`config.mk`:
```
export PLATFORM = sky130hd
export DESIGN_NAME = fbd_divider
export DESIGN_NICKNAME = d
export VERILOG_FILES = /design/src/sv/framebuffer_line_and_rect_drawer_assert.svh /design/src/sv/fbd_pkg.sv /design/src/sv/fbd_divider.sv
export SDC_FILE = /design/constraint.sdc
export NUM_CORES = 1
export LEC_CHECK = 0
export BUFFER_PORTS_ARGS = -buffer_cell sky130_fd_sc_hd__buf_2
export CAP_MARGIN = 20
export CORE_MARGIN = 1
export CORE_UTILIZATION = 33
export CTS_BUF_LIST = sky130_fd_sc_hd__clkbuf_4
export CTS_CLUSTER_DIAMETER = 150
export DETAILED_ROUTE_END_ITERATION = 6
export SYNTH_ARGS = -nofsm -noshare
export SYNTH_HDL_FRONTEND = slang
export SYNTH_SLANG_ARGS = --single-unit
```
`constraint.sdc`:
```
create_clock -name clk -period 3.55 [get_ports clk]
set_input_delay 0.71 -clock clk [delete_from_list [all_inputs] [get_ports clk]]
set_output_delay 0.71 -clock clk [all_outputs]
set_load 0.03 [all_outputs]
```
`src/sv/framebuffer_line_and_rect_drawer_assert.svh`:
```
// Assertion macros for the drawing engine
`ifndef FRAMEBUFFER_LINE_AND_RECT_DRAWER_ASSERT_SVH
`define FRAMEBUFFER_LINE_AND_RECT_DRAWER_ASSERT_SVH
`ifndef SYNTH
`define FB_ASSERT_IMP(label, clk, rst_n, a, b, msg) \
    label: assert property (@(posedge clk) disable iff (!rst_n) (a) |-> (b)) else $error(msg);
`define FB_ASSERT_NEXT(label, clk, rst_n, a, b, msg) \
    label: assert property (@(posedge clk) disable iff (!rst_n) (a) |=> (b)) else $error(msg);
`else
`define FB_ASSERT_IMP(label, clk, rst_n, a, b, msg)
`define FB_ASSERT_NEXT(label, clk, rst_n, a, b, msg)
`endif
`endif

```
`src/sv/fbd_pkg.sv`:
```
package fbd_pkg;
    localparam int MAX_WIDTH = 256;
    localparam int MAX_HEIGHT = 256;
    localparam int FRACTION_BITS = 16;
    localparam int XW = $clog2(MAX_WIDTH);
    localparam int YW = $clog2(MAX_HEIGHT);
    localparam int AW = XW + YW;
    localparam int ACCW = 12 + FRACTION_BITS + 1;
    localparam int QW = 12 + FRACTION_BITS;

    localparam logic [2:0] REG_WIDTH = 3'd0;
    localparam logic [2:0] REG_HEIGHT = 3'd4;

    typedef enum logic [2:0] {
        OP_SET   = 3'd0,
        OP_FILL  = 3'd1,
        OP_CLEAR = 3'd2,
        OP_LINE  = 3'd3,
        OP_READ  = 3'd4
    } op_t;

    typedef enum logic [3:0] {
        ST_IDLE, ST_RECT, ST_DIVX, ST_DIVY, ST_LINE, ST_RD0, ST_RD1, ST_OUT
    } state_t;

    typedef struct packed {
        logic          start;
        logic [QW-1:0] dividend;
        logic [11:0]   divisor;
    } div_req_t;

    typedef struct packed {
        logic          done;
        logic [QW-1:0] quotient;
    } div_rsp_t;
endpackage

```
`src/sv/fbd_divider.sv`:
```
module fbd_divider
    import fbd_pkg::*;
(
    input  logic     clk,
    input  logic     rst_n,
    input  div_req_t req,
    output div_rsp_t rsp
);
    localparam int CW = $clog2(QW + 1);
    logic [QW-1:0] quo_reg;
    logic [11:0]   rem_reg;
    logic [11:0]   den_reg;
    logic [CW-1:0] cnt_reg;
    logic          busy_reg;
    logic          done_reg;
    logic [12:0]   trial;

    assign trial = {rem_reg, quo_reg[QW-1]};

    always_ff @(posedge clk or negedge rst_n)
    begin
        if (!rst_n)
        begin
            busy_reg <= 1'b0;
            done_reg <= 1'b0;
            cnt_reg  <= '0;
        end
        else
        begin
            done_reg <= 1'b0;
            if (req.start)
            begin
                busy_reg <= 1'b1;
                cnt_reg  <= CW'(QW);
            end
            else if (busy_reg)
            begin
                cnt_reg <= cnt_reg - 1'b1;
                if (cnt_reg == CW'(1))
                begin
                    busy_reg <= 1'b0;
                    done_reg <= 1'b1;
                end
            end
        end
    end

    always_ff @(posedge clk)
    begin
        if (req.start)
        begin
            quo_reg <= req.dividend;
            rem_reg <= '0;
            den_reg <= req.divisor;
        end
        else if (busy_reg)
        begin
            if (trial >= {1'b0, den_reg})
            begin
                rem_reg <= 12'(trial - {1'b0, den_reg});
                quo_reg <= {quo_reg[QW-2:0], 1'b1};
            end
            else
            begin
                rem_reg <= trial[11:0];
                quo_reg <= {quo_reg[QW-2:0], 1'b0};
            end
        end
    end

    assign rsp.done = done_reg;
    assign rsp.quotient = quo_reg;
endmodule

```
[After elaboration in Yosys (flattened, before gate mapping)]
Cells that the tools add are included.
Storage, ports and cells
  register bits: 59
  output and inout bits: 29
Cells by class
  $add $sub $neg: 2
  magnitude comparators: 1
  equality and inequality tests: 1
  multiplexer cells: 12
  reduce and logical (&&, ||, !) cells: 1
Operators with widths (count)
  two-way mux 28 bit: 2
  greater-or-equal comparator 13 x 12 -> 1 bit: 1
  two-way mux 12 bit: 1
  subtractor 12 bit: 1
  two-way mux 5 bit: 2
  two-way mux 1 bit: 7
  == test 5 x 1 -> 1 bit, second input constant: 1
  subtractor 5 x 1 -> 5 bit, second input constant: 1
  nonzero test 2 bit: 1

[Longest topological paths before layout]
  depth in word-level cells: 4
  depth in mapped cells: 10
  gate-level depth less buffers: 9

[Least setup slack after synthesis]
No wires, ideal clock.
  kind: register to register
  from: register quo_reg[27]
  to: register quo_reg[0] (data pin)
  arrival: 1987 ps
  path slack: 1303 ps
  stages on the path, launching flop included: 10
  buffers on the path: 2
  clock period less this slack: 2247 ps
  path through: edfxtp_1 > inv_1 > ha_1 > and3_1 > nand3_1 > a31oi_1 > a211o_1 > buf_6 > buf_12 > mux2_2
Between the ends
  cells in the longest elaborated chain, start to end: 4
RTL lines
  from (decl): line fbd_divider.sv:10  | logic [QW-1:0] quo_reg;
  from (signal assigned): line fbd_divider.sv:52  | quo_reg <= req.dividend;
  from (signal assigned): line fbd_divider.sv:61  | quo_reg <= {quo_reg[QW-2:0], 1'b1};
  from (signal assigned): line fbd_divider.sv:66  | quo_reg <= {quo_reg[QW-2:0], 1'b0};
  greater-or-equal comparator 13 x 12 -> 1 bit: line fbd_divider.sv:58  | if (trial >= {1'b0, den_reg})
  two-way mux 1 bit: line fbd_divider.sv:58
  two-way mux 28 bit: line fbd_divider.sv:56  | else if (busy_reg)
  two-way mux 28 bit: line fbd_divider.sv:50  | if (req.start)
No other way between the ends. The select of a mux whose other input is x is not followed.
A chain may end at the register's enable or synchronous reset.

[Worst setup path after layout]
  from: register den_reg[1]
  to: register quo_reg[0] (data pin)
Between the ends
  cells in the longest elaborated chain, start to end: 4
RTL lines
  from (decl): line fbd_divider.sv:12  | logic [11:0] den_reg;
  from (signal assigned): line fbd_divider.sv:54  | den_reg <= req.divisor;
  greater-or-equal comparator 13 x 12 -> 1 bit: line fbd_divider.sv:58
  two-way mux 1 bit: line fbd_divider.sv:58
  two-way mux 28 bit: line fbd_divider.sv:56
  two-way mux 28 bit: line fbd_divider.sv:50
No other way between the ends. The select of a mux whose other input is x is not followed.

==> reports/qor.json <==
{
  "ys_top_cells_by_count": {"value": "edfxtp_1, mux2_2, nand2_1, inv_1, ha_1"},
  "critPathLaunchType": {"value": "register"},
  "final.setup.tns": {"value": 0, "unit": "ns"},
  "clkTransAtPathRegs": {"value": 0.10, "unit": "ns"},
  "synth-seq-cells": {"value": 59},
  "timing_max_transition_violations_final": {"value": 0},
  "clockPowerShare": {"value": 21.3, "unit": "%"},
  "total_power": {"value": 2238, "unit": "uW"},
  "grt_max_degree": {"value": 51},
  "status": {"value": "finished with violations"},
  "netSwitchingPower": {"value": 773.4, "unit": "uW"},
  "detailedRoute.firstIterationViolations": {"value": 78},
  "clk-insertion-delay-late": {"value": 0.40, "unit": "ns"},
  "cp_num_buf_inv": {"value": 1},
  "htree_levels": {"value": 3},
  "gp_routability_congestion": {"value": 0.8494},
  "reg2regPathDepth": {"value": 7},
  "period_needed": {"value": 2.413, "unit": "ns"},
  "most_common_cell_in_the_synthesized_netlist": {"value": "edfxtp_1"},
  "netlist_area_before_placement": {"value": 3023, "unit": "sq um"},
  "start_util": {"value": 34.33, "unit": "%"},
  "route.detailed.drc": {"value": 2},
  "detailed_place_hpwl": {"value": 4225, "unit": "um"},
  "antenna_found_initial": {"value": 1},
  "synth_area_per_cell": {"value": 12.44, "unit": "sq um"},
  "worstPathCellList": {"value": "inv_1 -> ha_1 -> nor2b_1 -> o31ai_2 -> a31oi_1 -> a211o_1 -> mux2_2"},
  "dieHeight": {"value": 97.71, "unit": "um"},
  "yosysSeqAreaShare": {"value": 53.48, "unit": "%"},
  "cp_num_cells": {"value": 7},
  "dpl.cell_count": {"value": 414},
  "yosysWarningCount": {"value": 0},
  "post_syn_nets": {"value": 301},
  "internal_power": {"value": 1465, "unit": "uW"},
  "final_antenna_net_count": {"value": 0},
  "synth_flop_cell": {"value": "edfxtp_1"},
  "critPathCaptureType": {"value": "register"},
  "criticalPathCategory": {"value": "register to register"},
  "seq_power_share": {"value": 41.6, "unit": "%"},
  "synth_edf_count": {"value": 40},
  "netlist_instances": {"value": 243},
  "area_growth": {"value": 19.08, "unit": "%"},
  "routed-via-count": {"value": 2073},
  "synthDominantAreaCellType": {"value": "edfxtp_1"},
  "die-area": {"value": 9547, "unit": "sq um"},
  "core_area": {"value": 8806, "unit": "sq um"},
  "boundaryPins": {"value": 72},
  "fp-row-count": {"value": 34},
  "crit_fanout": {"value": 17},
  "critical_path.slowest_cell": {"value": "a211o_1"},
  "path_delay_family": {"value": "compound AO/OA/AOI/OAI gates"},
  "yosysUniqueCellTypes": {"value": 51},
  "finalWirelength": {"value": 5995, "unit": "um"},
  "cts_root_buf": {"value": "clkbuf_4"},
  "timing.critical_path.slowest_cell_delay": {"value": 0.56, "unit": "ns"},
  "hold_fix_buffers_cts": {"value": 0},
  "antenna-diode-count": {"value": 0},
  "slew_headroom": {"value": 43.79, "unit": "%"},
  "numCtsBuffers": {"value": 9},
  "grt_total_usage": {"value": 13.36, "unit": "%"},
  "wl_per_cell": {"value": 13.94, "unit": "um"},
  "fin_crit_sh": {"value": 67.98, "unit": "%"},
  "grt_pass1_vias": {"value": 2104},
  "layoutNonFillerInstCount": {"value": 430},
  "leakagePower": {"value": 0.001537, "unit": "uW"},
  "cts_post_setup_buffers_inserted": {"value": 0},
  "setup_violations": {"value": 0},
  "maxClockFrequency": {"value": 414.4, "unit": "MHz"},
  "max_cap_violations": {"value": 0},
  "yosysTopAreaCellShare": {"value": 39.74, "unit": "%"},
  "max_ffs_per_register": {"value": 28},
  "comb_power_share": {"value": 37.1, "unit": "%"},
  "tightestPinTransition": {"value": 0.8401, "unit": "ns"},
  "hold_violations": {"value": 0},
  "route.detailed.vias_per_inst": {"value": 4.821},
  "violations": {"value": "design-rule violations"},
  "cp_data_arrival_time": {"value": 2.57, "unit": "ns"},
  "final_layout_size_suffix_gt1_share": {"value": 39.13, "unit": "%"},
  "grt_overflow": {"value": 0},
  "holdCritPathClass": {"value": "primary input to async pin"},
  "place.port_buffers": {"value": 71},
  "cts.sink_count": {"value": 59},
  "fin_nets": {"value": 375},
  "grt_setup_unrepaired": {"value": "no"},
  "ctsResizeCount": {"value": 0},
  "cts_tree": {"value": "built"},
  "setup_skew": {"value": 0.02138, "unit": "ns"},
  "wire_length_of_the_first_global_routing_pass": {"value": 9798, "unit": "um"},
  "async_flop_share": {"value": 11.86, "unit": "%"},
  "timing.critical_path.required": {"value": 3.70, "unit": "ns"},
  "power.density": {"value": 621.8, "unit": "nW/um^2"},
  "cts-root-to-sink-buffers": {"value": 2},
  "die_x": {"value": 97.71, "unit": "um"},
  "power.share.switching": {"value": 34.55, "unit": "%"},
  "netlist_top_cells_area": {"value": "edfxtp_1, mux2_2, dfxtp_1"},
  "detailedRoute.firstPassIterationCount": {"value": 6},
  "ir_worst_vdd": {"value": 0.2754, "unit": "mV"}
}
==> cells by family after synthesis <==
logic type	Yosys count	synth area share (%)
multiplexers	37	13.62
AO/OA/AOI/OAI	42	10.31
XOR/XNOR	11	3.187
adder cells (fa/ha/maj)	15	6.457
buffers and inverters	26	4.139
flip-flops	59	53.48
AND/OR/NAND/NOR	53	8.816
==> stage by stage <==
stage | worst slack (ns) | util, % | hold WS [ns] | instance area [sq um]
2_1_floorplan | 1.303 | - | 0.4144 | 3023
3_3_place_gp | 1.165 | 39.33 | 0.4483 | 3463
3_5_place_dp | 1.141 | 39.33 | 0.4490 | 3463
4_1_cts | 1.111 | 40.88 | 0.09966 | 3600
5_1_grt | 0.9833 | 40.88 | 0.09725 | 3600
6_report | 1.137 | 40.88 | 0.1320 | 3600
==> cells in the final DEF (no fill, tap or decap), types with 2 or more instances in the layout <==
master      netlist  routed
nor2_1           11      11
mux2_2           29      29
a21o_1            2       2
nand3_1           3       3
nor3_1            4       4
buf_2             0      71
inv_1            16      16
a21oi_1           6       6
buf_4             1       2
nand2b_1          4       4
o21a_1            3       3
clkbuf_4          0      11
o21ai_0          11      11
edfxtp_1         40      40
and3_1            2       2
nor2b_1           5       5
dfxtp_1          12      12
xor2_1            2       2
a211o_1           2       2
clkinvlp_4        0       2
a211oi_1          2       2
mux2i_1           7       7
nand2_1          17      17
xnor2_1           9       9
dfrtp_1           7       7
o31ai_1           2       2
ha_1             14      14
==> power groups by stage <==
stage	registers, uW	logic, uW	clock network (uW)
5_1_grt	948	917	523
4_1_cts	932	838	500
3_5_place_dp	945	831	0
6_report	931	830	477
3_3_place_gp	944	830	0
2_1_floorplan	1010	626	0
==> cell type report <==
type	instances	area, sq um
fill	872	5206
sequential	59	1617
multi-input combinational	158	1281
timing repair buffer	73	370.4
tap	108	135.1
clock buffer	11	82.58
inverter	16	60.06
clock inverter	5	53.80
==> final timing paths <==
check | from | to | slack [ns]
max | den_reg[1]$_DFFE_PP_ | quo_reg[0]$_DFFE_PP_ | 1.14
min | rst_n | cnt_reg[2]$_DFFE_PN0P_ | 0.13
max reg2reg | den_reg[1]$_DFFE_PP_ | quo_reg[0]$_DFFE_PP_ | 1.14
min reg2reg | rem_reg[11]$_SDFFE_PP0P_ | rem_reg[11]$_SDFFE_PP0P_ | 0.47
max in group asynchronous | rst_n | busy_reg$_DFF_PN0_ | 3.26
min in group clk | rem_reg[11]$_SDFFE_PP0P_ | rem_reg[11]$_SDFFE_PP0P_ | 0.47
==> worst reg2reg max path, stage by stage (launching register included) <==
cell,delay (ns)
edfxtp_1,0.42
inv_1,0.07
ha_1,0.22
nor2b_1,0.15
o31ai_2,0.23
a31oi_1,0.13
a211o_1,0.56
mux2_2,0.38
==> metal layers <==
| metal | routed length, um | GRT usage, % | up-vias |
|---|---|---|---|
| li1 | - | - | 1035 |
| met3 | 537 | 6.763 | 5 |
| met1 | 2646 | 16.06 | 963 |
| met2 | 2747 | 20.68 | 70 |
| met4 | 63 | 4.545 | 0 |
| met5 | 0 | 0 | - |
Power figures use the tool's default switching activity.
